==> src/hw/rtl/pee_pkg.sv <==
// Shared types and constants for the postfix expression evaluator.
// Holds the character codes, status codes, operation classes and the queue entry.
// No dependencies.
`timescale 1ns / 1ps
`default_nettype none

package pee_pkg;

  // ASCII codes that the front end recognizes.
  localparam logic [7:0] CH_ZERO  = 8'h30;
  localparam logic [7:0] CH_NINE  = 8'h39;
  localparam logic [7:0] CH_PLUS  = 8'h2B;
  localparam logic [7:0] CH_MINUS = 8'h2D;
  localparam logic [7:0] CH_STAR  = 8'h2A;
  localparam logic [7:0] CH_SLASH = 8'h2F;

  // Result status codes; the first error of an expression is kept.
  localparam logic [2:0] ST_OK    = 3'd0;
  localparam logic [2:0] ST_UNDER = 3'd1;
  localparam logic [2:0] ST_OVER  = 3'd2;
  localparam logic [2:0] ST_DIVZ  = 3'd3;
  localparam logic [2:0] ST_BADCH = 3'd4;

  // Number of decoded characters buffered between front and back.
  localparam int QUEUE_DEPTH = 4;
  localparam int QUEUE_AW    = $clog2(QUEUE_DEPTH);

  // Operation class that the front end assigns to each character.
  typedef enum logic [2:0] {
    OP_DIGIT,
    OP_ADD,
    OP_SUB,
    OP_MUL,
    OP_DIV,
    OP_BAD
  } op_t;

  // One decoded character as it travels through the queue.
  typedef struct packed {
    op_t        op;
    logic [3:0] digit;
    logic       last;
  } q_entry_t;

  // Handshake from the queue toward the back end.
  typedef struct packed {
    logic     valid;
    q_entry_t entry;
  } q_head_t;

endpackage

`default_nettype wire

==> src/hw/rtl/pee_front.sv <==
// Front end of the postfix evaluator: accepts characters and classifies them.
// Produces one queue entry per transaction; depends on pee_pkg.
`timescale 1ns / 1ps
`default_nettype none

module pee_front (
  input  wire logic              item_valid,
  output logic                   item_stall,
  input  wire logic [7:0]        char_code,
  input  wire logic              end_of_expr,
  input  wire logic              queue_full,
  output logic                   push,
  output pee_pkg::q_entry_t      push_entry
);
  import pee_pkg::*;

  // The input side stalls only while the queue has no free slot.
  assign item_stall = queue_full;
  assign push       = item_valid && !queue_full;

  // Classify the character into an operation class and a digit value.
  always_comb begin
    push_entry.digit = 4'(char_code - CH_ZERO);
    push_entry.last  = end_of_expr;
    if (char_code inside {[CH_ZERO:CH_NINE]}) begin
      push_entry.op = OP_DIGIT;
    end else begin
      case (char_code)
        CH_PLUS:  push_entry.op = OP_ADD;
        CH_MINUS: push_entry.op = OP_SUB;
        CH_STAR:  push_entry.op = OP_MUL;
        CH_SLASH: push_entry.op = OP_DIV;
        default:  push_entry.op = OP_BAD;
      endcase
    end
  end

endmodule

`default_nettype wire

==> src/hw/rtl/pee_queue.sv <==
// Small FIFO of decoded characters between front and back end.
// Depth is fixed by QUEUE_DEPTH; depends on pee_pkg.
`timescale 1ns / 1ps
`default_nettype none

module pee_queue (
  input  wire logic              clk,
  input  wire logic              rst,
  input  wire logic              push,
  input  wire pee_pkg::q_entry_t push_entry,
  output logic                   full,
  output pee_pkg::q_head_t       head,
  input  wire logic              pop
);
  import pee_pkg::*;

  localparam int FILL_W = $clog2(QUEUE_DEPTH + 1);

  q_entry_t              slots [QUEUE_DEPTH];
  logic [QUEUE_AW-1:0]   wr_ptr;
  logic [QUEUE_AW-1:0]   rd_ptr;
  logic [FILL_W-1:0]     fill;

  assign full       = (fill == FILL_W'(QUEUE_DEPTH));
  assign head.valid = (fill != '0);
  assign head.entry = slots[rd_ptr];

  // Entry storage; no reset needed for payload.
  always_ff @(posedge clk) begin
    if (push) begin
      slots[wr_ptr] <= push_entry;
    end
  end

  // Pointers and fill level.
  always_ff @(posedge clk) begin
    if (rst) begin
      wr_ptr <= '0;
      rd_ptr <= '0;
      fill   <= '0;
    end else begin
      if (push) begin
        wr_ptr <= QUEUE_AW'(wr_ptr + 1'b1);
      end
      if (pop) begin
        rd_ptr <= QUEUE_AW'(rd_ptr + 1'b1);
      end
      case ({push, pop})
        2'b10:   fill <= FILL_W'(fill + 1'b1);
        2'b01:   fill <= FILL_W'(fill - 1'b1);
        default: fill <= fill;
      endcase
    end
  end

endmodule

`default_nettype wire

==> src/hw/rtl/pee_back.sv <==
// Back end of the postfix evaluator: operand stack, arithmetic and result register.
// Top of stack lives in a register, the rest in a memory; depends on pee_pkg.
`timescale 1ns / 1ps
`default_nettype none

module pee_back #(
  parameter int STACK_DEPTH = 16,
  parameter int DATA_WIDTH  = 32
) (
  input  wire logic             clk,
  input  wire logic             rst,
  input  wire pee_pkg::q_head_t head,
  output logic                  pop,
  output logic                  result_valid,
  input  wire logic             result_stall,
  output logic [31:0]           value,
  output logic [2:0]            status
);
  import pee_pkg::*;

  localparam int DW        = DATA_WIDTH;
  localparam int CW        = $clog2(STACK_DEPTH + 1);
  localparam int AW        = $clog2(STACK_DEPTH);
  localparam int IW        = $clog2(DATA_WIDTH);
  localparam int MUL_CHUNK = (DATA_WIDTH < 16) ? DATA_WIDTH : 16;
  localparam int MUL_STEPS = (DATA_WIDTH + MUL_CHUNK - 1) / MUL_CHUNK;

  typedef enum logic [5:0] {
    S_IDLE = 6'b000001,
    S_READ = 6'b000010,
    S_MUL  = 6'b000100,
    S_DIV  = 6'b001000,
    S_FIX  = 6'b010000,
    S_EMIT = 6'b100000
  } state_t;

  state_t           state, state_next;
  logic [CW-1:0]    count, count_next;
  logic [2:0]       err, err_next;
  logic [DW-1:0]    tos, tos_next;
  op_t              cur_op, cur_op_next;
  logic             cur_last, cur_last_next;
  logic [DW-1:0]    wa, wa_next;
  logic [DW-1:0]    wb, wb_next;
  logic [DW-1:0]    acc, acc_next;
  logic [IW-1:0]    iter, iter_next;
  logic             neg, neg_next;
  logic             res_valid_next;
  logic [31:0]      value_next;
  logic [2:0]       status_next;

  // Stack memory below the top entry.
  logic [DW-1:0]    mem [STACK_DEPTH];
  logic [DW-1:0]    rd_data;
  logic             mem_we;
  logic             mem_re;
  logic [AW-1:0]    mem_waddr;
  logic [AW-1:0]    mem_raddr;

  // Arithmetic helpers.
  logic [DW+MUL_CHUNK-1:0] prod;
  logic [DW-1:0]           acc_sum;
  logic [DW+1:0]           trial;
  logic                    can_emit;
  state_t                  done_state;

  assign mem_waddr = AW'(count - 1'b1);
  assign mem_raddr = AW'(count - 2'd2);
  assign prod      = wa * wb[MUL_CHUNK-1:0];
  assign acc_sum   = acc + prod[DW-1:0];
  assign trial     = {1'b0, acc, wa[DW-1]} - {2'b00, wb};
  assign can_emit  = !result_valid || !result_stall;
  assign done_state = cur_last ? S_EMIT : S_IDLE;

  // Keep the first error of an expression.
  function automatic logic [2:0] flag(input logic [2:0] cur, input logic [2:0] code);
    return (cur == ST_OK) ? code : cur;
  endfunction

  // Stack memory: the old top is spilled on a push, the next entry is read for an operator.
  always_ff @(posedge clk) begin
    if (mem_we) begin
      mem[mem_waddr] <= tos;
    end
    if (mem_re) begin
      rd_data <= mem[mem_raddr];
    end
  end

  // Sequencer and datapath next-state logic.
  always_comb begin
    state_next     = state;
    count_next     = count;
    err_next       = err;
    tos_next       = tos;
    cur_op_next    = cur_op;
    cur_last_next  = cur_last;
    wa_next        = wa;
    wb_next        = wb;
    acc_next       = acc;
    iter_next      = iter;
    neg_next       = neg;
    res_valid_next = result_valid && result_stall;
    value_next     = value;
    status_next    = status;
    pop            = 1'b0;
    mem_we         = 1'b0;
    mem_re         = 1'b0;

    case (state)
      // Take one decoded character; digits, bad characters and operators without two operands finish here.
      S_IDLE: begin
        if (head.valid) begin
          pop           = 1'b1;
          cur_op_next   = head.entry.op;
          cur_last_next = head.entry.last;
          state_next    = head.entry.last ? S_EMIT : S_IDLE;
          case (head.entry.op)
            OP_DIGIT: begin
              if (count == CW'(STACK_DEPTH)) begin
                err_next = flag(err, ST_OVER);
              end else begin
                mem_we     = (count != '0);
                tos_next   = DW'(head.entry.digit);
                count_next = CW'(count + 1'b1);
              end
            end
            OP_ADD, OP_SUB, OP_MUL, OP_DIV: begin
              if (count < CW'(2)) begin
                err_next = flag(err, ST_UNDER);
              end else begin
                mem_re     = 1'b1;
                state_next = S_READ;
              end
            end
            default: begin
              err_next = flag(err, ST_BADCH);
            end
          endcase
        end
      end

      // Left operand is in rd_data, right operand is the top register.
      S_READ: begin
        count_next = CW'(count - 1'b1);
        state_next = done_state;
        case (cur_op)
          OP_ADD: tos_next = rd_data + tos;
          OP_SUB: tos_next = rd_data - tos;
          OP_MUL: begin
            wa_next    = rd_data;
            wb_next    = tos;
            acc_next   = '0;
            iter_next  = '0;
            state_next = S_MUL;
          end
          OP_DIV: begin
            if (tos == '0) begin
              err_next = flag(err, ST_DIVZ);
              tos_next = '0;
            end else begin
              wa_next    = rd_data[DW-1] ? -rd_data : rd_data;
              wb_next    = tos[DW-1] ? -tos : tos;
              neg_next   = rd_data[DW-1] ^ tos[DW-1];
              acc_next   = '0;
              iter_next  = '0;
              state_next = S_DIV;
            end
          end
          default: tos_next = tos;
        endcase
      end

      // Multiply one chunk of the right operand per cycle.
      S_MUL: begin
        if (iter == IW'(MUL_STEPS - 1)) begin
          tos_next   = acc_sum;
          state_next = done_state;
        end else begin
          acc_next  = acc_sum;
          wa_next   = wa << MUL_CHUNK;
          wb_next   = wb >> MUL_CHUNK;
          iter_next = IW'(iter + 1'b1);
        end
      end

      // Restoring division on magnitudes, one quotient bit per cycle.
      S_DIV: begin
        if (!trial[DW+1]) begin
          acc_next = trial[DW-1:0];
          wa_next  = {wa[DW-2:0], 1'b1};
        end else begin
          acc_next = {acc[DW-2:0], wa[DW-1]};
          wa_next  = {wa[DW-2:0], 1'b0};
        end
        iter_next = IW'(iter + 1'b1);
        if (iter == IW'(DW - 1)) begin
          state_next = S_FIX;
        end
      end

      // Apply the quotient sign.
      S_FIX: begin
        tos_next   = neg ? -wa : wa;
        state_next = done_state;
      end

      // Hand out the result, then clear stack and status.
      S_EMIT: begin
        if (can_emit) begin
          res_valid_next = 1'b1;
          value_next     = (count == '0) ? 32'd0 : 32'($signed(tos));
          status_next    = (count == '0) ? flag(err, ST_UNDER) : err;
          count_next     = '0;
          err_next       = ST_OK;
          state_next     = S_IDLE;
        end
      end

      default: state_next = S_IDLE;
    endcase
  end

  // Control registers.
  always_ff @(posedge clk) begin
    if (rst) begin
      state        <= S_IDLE;
      count        <= '0;
      err          <= ST_OK;
      result_valid <= 1'b0;
    end else begin
      state        <= state_next;
      count        <= count_next;
      err          <= err_next;
      result_valid <= res_valid_next;
    end
  end

  // Datapath and result payload registers.
  always_ff @(posedge clk) begin
    tos      <= tos_next;
    cur_op   <= cur_op_next;
    cur_last <= cur_last_next;
    wa       <= wa_next;
    wb       <= wb_next;
    acc      <= acc_next;
    iter     <= iter_next;
    neg      <= neg_next;
    value    <= value_next;
    status   <= status_next;
  end

endmodule

`default_nettype wire

==> src/hw/rtl/postfix_expression_evaluator.sv <==
// Top level of the postfix expression evaluator.
// Connects pee_front, pee_queue and pee_back; depends on pee_pkg.
//
//   Channel   Ports                                   Transaction
//   item      item_valid, item_stall, char_code,      one character
//             end_of_expr
//   result    result_valid, result_stall, value,      value and status of one
//             status                                  expression
//
// In the back end, a digit, a bad character or an operator without two
// operands is done on intake; + and - also read the next stack entry; *
// then sums partial products over chunks of up to 16 bits of the right
// operand; / runs the one-bit-per-cycle divider and applies the sign if the
// divisor is nonzero. The last character also loads the result register.
// A four-entry queue lets the input keep accepting while the back end works.
// Reset (rst, synchronous) empties the queue, the stack and the status.
// A stalled result holds the back end only when the next result is due.
`timescale 1ns / 1ps
`default_nettype none

module postfix_expression_evaluator #(
  parameter int STACK_DEPTH = 16,
  parameter int DATA_WIDTH  = 32
) (
  input  wire logic        clk,
  input  wire logic        rst,
  input  wire logic        item_valid,
  output logic             item_stall,
  input  wire logic [7:0]  char_code,
  input  wire logic        end_of_expr,
  output logic             result_valid,
  input  wire logic        result_stall,
  output logic [31:0]      value,
  output logic [2:0]       status
);
  import pee_pkg::*;

  logic     push;
  logic     queue_full;
  logic     pop;
  q_entry_t push_entry;
  q_head_t  head;

  // Character intake and classification.
  pee_front u_front (
    .item_valid (item_valid),
    .item_stall (item_stall),
    .char_code  (char_code),
    .end_of_expr(end_of_expr),
    .queue_full (queue_full),
    .push       (push),
    .push_entry (push_entry)
  );

  // Decoupling queue.
  pee_queue u_queue (
    .clk       (clk),
    .rst       (rst),
    .push      (push),
    .push_entry(push_entry),
    .full      (queue_full),
    .head      (head),
    .pop       (pop)
  );

  // Stack machine and result register.
  pee_back #(
    .STACK_DEPTH(STACK_DEPTH),
    .DATA_WIDTH (DATA_WIDTH)
  ) u_back (
    .clk         (clk),
    .rst         (rst),
    .head        (head),
    .pop         (pop),
    .result_valid(result_valid),
    .result_stall(result_stall),
    .value       (value),
    .status      (status)
  );

endmodule

`default_nettype wire

==> config.mk <==
export PLATFORM = sky130hd
export DESIGN_NAME = postfix_expression_evaluator
export DESIGN_NICKNAME = d
export VERILOG_FILES = /design/src/hw/rtl/pee_pkg.sv /design/src/hw/rtl/pee_front.sv /design/src/hw/rtl/pee_queue.sv /design/src/hw/rtl/pee_back.sv /design/src/hw/rtl/postfix_expression_evaluator.sv
export SDC_FILE = /design/constraint.sdc
export NUM_CORES = 2
export LEC_CHECK = 0
export BUFFER_PORTS_ARGS = -buffer_cell sky130_fd_sc_hd__buf_2
export CAP_MARGIN = 20
export CORE_MARGIN = 1
export CORE_UTILIZATION = 40
export CTS_CLUSTER_SIZE = 25
export DETAILED_ROUTE_END_ITERATION = 6
export PLACE_DENSITY_LB_ADDON = 0.12
export SLEW_MARGIN = 20
export SYNTH_ARGS = -nofsm -noshare
export SYNTH_HDL_FRONTEND = slang
export SYNTH_SLANG_ARGS = --single-unit
export TNS_END_PERCENT = 20
==> constraint.sdc <==
create_clock -name clk -period 7.8 [get_ports clk]
set_clock_uncertainty 0.15 [all_clocks]
set_input_delay 0 -clock clk [delete_from_list [all_inputs] [get_ports clk]]
set_output_delay 0 -clock clk [all_outputs]
set_load 0.1 [all_outputs]
==> results.md <==
- Tot GR Track Use: 0.231
- Worst-margin pin slew: 1060 ps
- First-pass GRT wire length: 208000 µm
- DRT antenna net count: 0
- Last element of the critical path: u_back.tos[31]
- Clk slew on worst S/H paths: 60 ps
- Asr flop ratio synth: 0
- # diodes: 0
- Syn avg cell area: 12.4 µm²
- Hold WS: 149 ps
- Final WL: 140000 µm
- Logic pwr share: 0.318
- Share of layout cells above drive strength 1: 0.127
- Area leader, netlist: edfxtp_1
- Syn nets: 4408
- Crit path from: u_back.wb[11]
- Sequential area share after synthesis: 0.474
- HP Class: in -> reg
- Clock power share: 0.306
- Die Ht: 350 µm
- Worst R2R Start: u_back.wb[11]
- Synth unique cells: 89
- Starting DRT DRC Count: 2547
- # DRC: 0
- Number of port buffers: 49
- GRT Residual Overflow: 0
- Min Tclk post-route: 7390 ps
- Commonest non-fill, non-tap cells in the layout: 749 x edfxtp_1, 512 x inv_1, 435 x nand2_1
- Num rows: 127
- Critical Path AT: 7620 ps
- Pre-antenna DRT Iters: 7
- Die area: 123000 µm²
- CTS Buf Count: 87
- Syn Inst Count: 3905
- Finish-stage setup viols: 0
- Syn. warnings: 0
- Clock Root Buffer: clkbuf_16
- Largest net degree at the start of global routing: 100
- TritonCTS Sinks: 773
- Vias in the first global route: 31664
- Path depth of the worst reg2reg path: 21
- Status: finished clean
- Switch share: 0.329
- Hold Vio Cnt, Final: 0
- Area grow syn2layout: 11.8%
- # H-tree levels: 3
- TritonCTS clock tree: yes
- Largest family of logic cells by synthesized area: adder cells
- Flop-to-flop setup slack: 410 ps
- Post-synthesis compound-gate area fraction: 0.0680
- Num ports: 50
- Synth Register Bits: 773
- Chip width: 350 µm
- Placer Congestion: 0.862
- Setup TNS Final: 0 ps
- Leakage: 20.4 nW
- Initial antenna violation count: 5
- DP HPWL: 96200 µm
- Highest Clock Rate: 135 MHz
- Via-to-Cell Ratio: 5.38
- PD cells: 243 nW/µm²
- WL/cell: 24.6 µm
- Worst VDD drop: 0.000264 V
- Final period util: 0.947
- CP Launch Type: flop
- Psw: 4.32 mW
- Unrepaired setup endpoints after global routing: false
- Cell area after synthesis: 48500 µm²
- Post-synth top area share: 0.464
- Seq pwr share: 0.376
- Cells after DPL: 5496
- DR vias: 30509
- CORE AREA: 120000 µm²
- Nets@finish: 4496
- Crit. End Element: flop
- Top cells by area, synth: edfxtp_1 46%, fa_1 14%, mux4_2 7.8%
- Maxcap violations: 0
- Max-slew violation count: 0
- Clk buf depth: 3
- Initial Utilization: 0.404
- Post-synth EDFFs: 749
- Final Non-Filler Cells: 5676
- Kind of critical path: reg -> reg
- Int Power: 8.83 mW
- Top_reg_cell synth: edfxtp_1
- Max Fanout on Critical Path: 15
- Post-Synth Simple-Gate Area: 0.0988
- Skew-Pair Late Insertion Delay: 670 ps
- Xor/xnor share of the synthesized area: 0.0401
- Worst reg2reg endpoint: u_back.tos[31]
- Adder-cell share of the synthesized area: 0.179
- Commonest non-fill, non-tap cell in the layout: edfxtp_1
- Slew HR: 0.295
- Mux cell area share after synthesis: 0.0858
- WP data required: 8040 ps
-- repair_timing --
item / 4_1_cts / 5_1_grt
hold endpoints to repair: 90 / 0
gates resized for setup: 0 / 1
buffers inserted: 0 / 0
endpoints found under the setup margin: 0 / 2
hold buffers: 20 / 0
-- cell type report --
| cell class | count | area (µm²) |
|---|---|---|
| Fill cell | 11008 | 65800 |
| Multi-Input combinational cell | 2430 | 23100 |
| Sequential cell | 773 | 23000 |
| Clock buffer | 105 | 2240 |
| Tap cell | 1612 | 2020 |
| Inverter | 513 | 1930 |
| Timing Repair Buffer | 188 | 1390 |
| Clock inverter | 55 | 537 |
-- critical path, stage by stage (launching register included) --
cell and delay [ps]:
edfxtp_1 800, buf_4 330, and2_1 150, fa_1 500, inv_1 60, fa_1 530, inv_1 50, fa_1 510
fa_1 460, fa_1 490, inv_1 50, fa_1 480, inv_1 40, ha_1 390, nand3_1 250, nor4_2 420
o21ai_0 250, o31ai_1 310, buf_4 200, a221oi_1 100, xnor2_1 400, o211ai_1 180
-- cell families (layout without fill, tap and decap cells) --
logic type | Yosys count | in the layout
XOR/XNOR | 222 | 222
AO/OA/AOI/OAI | 513 | 513
adder cells (fa/ha/maj) | 490 | 490
AND/OR/NAND/NOR | 1000 | 1000
multiplexers | 205 | 205
flip-flops | 773 | 773
buffers and inverters | 702 | 861
-- cell usage after synthesis, types with 30 or more instances --
master	instances
a21o_1	42
a21oi_1	112
and2_1	136
clkbuf_1	169
edfxtp_1	749
fa_1	337
ha_1	153
inv_1	512
mux2i_1	32
mux4_2	168
nand2_1	435
nand3_1	33
nor2_1	172
nor2b_1	48
nor3_1	34
o21ai_0	149
or3_1	30
xnor2_1	116
xor2_1	106
-- worst min path at each step --
stage / endpoint / cells past startpoint / from
floorplan: u_queue.slots[0][0] / 0 / end_of_expr
global placement: u_queue.slots[1][0] / 1 / end_of_expr
detailed placement: u_queue.slots[0][0] / 1 / end_of_expr
CTS: u_queue.slots[1][7] / 4 / char_code[7]
global route: u_queue.slots[0][7] / 4 / char_code[7]
finish: u_queue.slots[1][7] / 4 / char_code[7]
-- per-layer routing --
layer  up-vias  GRT usage  wire length, µm  part of all wire
met5         -          0               27           0.00019
met4         4     0.0681             3580             0.026
met3       182     0.0269             6350             0.045
met2       774      0.386            67900              0.49
met1     15766      0.317            61900              0.44
li1      13783          -                -                 -
-- registers in the layout (all words and copies together), names as in the netlist, named ones only --
signal               flops
u_back.mem             512
u_back.tos              32
u_back.rd_data          32
u_back.neg               1
u_back.iter              5
u_queue.rd_ptr           2
u_back.wa               32
u_queue.wr_ptr           2
u_queue.slots           32
u_back.state             6
u_back.acc              32
u_back.err               3
u_back.result_valid      1
u_back.status            3
u_back.cur_op            3
u_back.value            32
u_back.wb               32
u_back.count             5
u_back.cur_last          1
u_queue.fill             3
-- through the flow --
stage          power [mW]  setup WS [ps]  utilization  instance area (µm²)
6_report             13.2            413        0.451                54200
5_1_grt              13.8            172        0.451                54200
4_1_cts              13.3            128        0.451                54200
3_5_place_dp         9.24            211        0.427                51200
2_1_floorplan        7.94           1270            -                48500
3_3_place_gp         9.25            133        0.427                51200
-- power by group through the flow --
stage,clock (mW),combinational (mW),sequential [mW]
finish,4.03,4.18,4.94
floorplan,0,2.97,4.97
global route,4.26,4.55,4.96
CTS,4.11,4.24,4.95
global placement,0,4.22,5.03
detailed placement,0,4.20,5.03
Note: power is estimated with default switching activity, not from simulation.
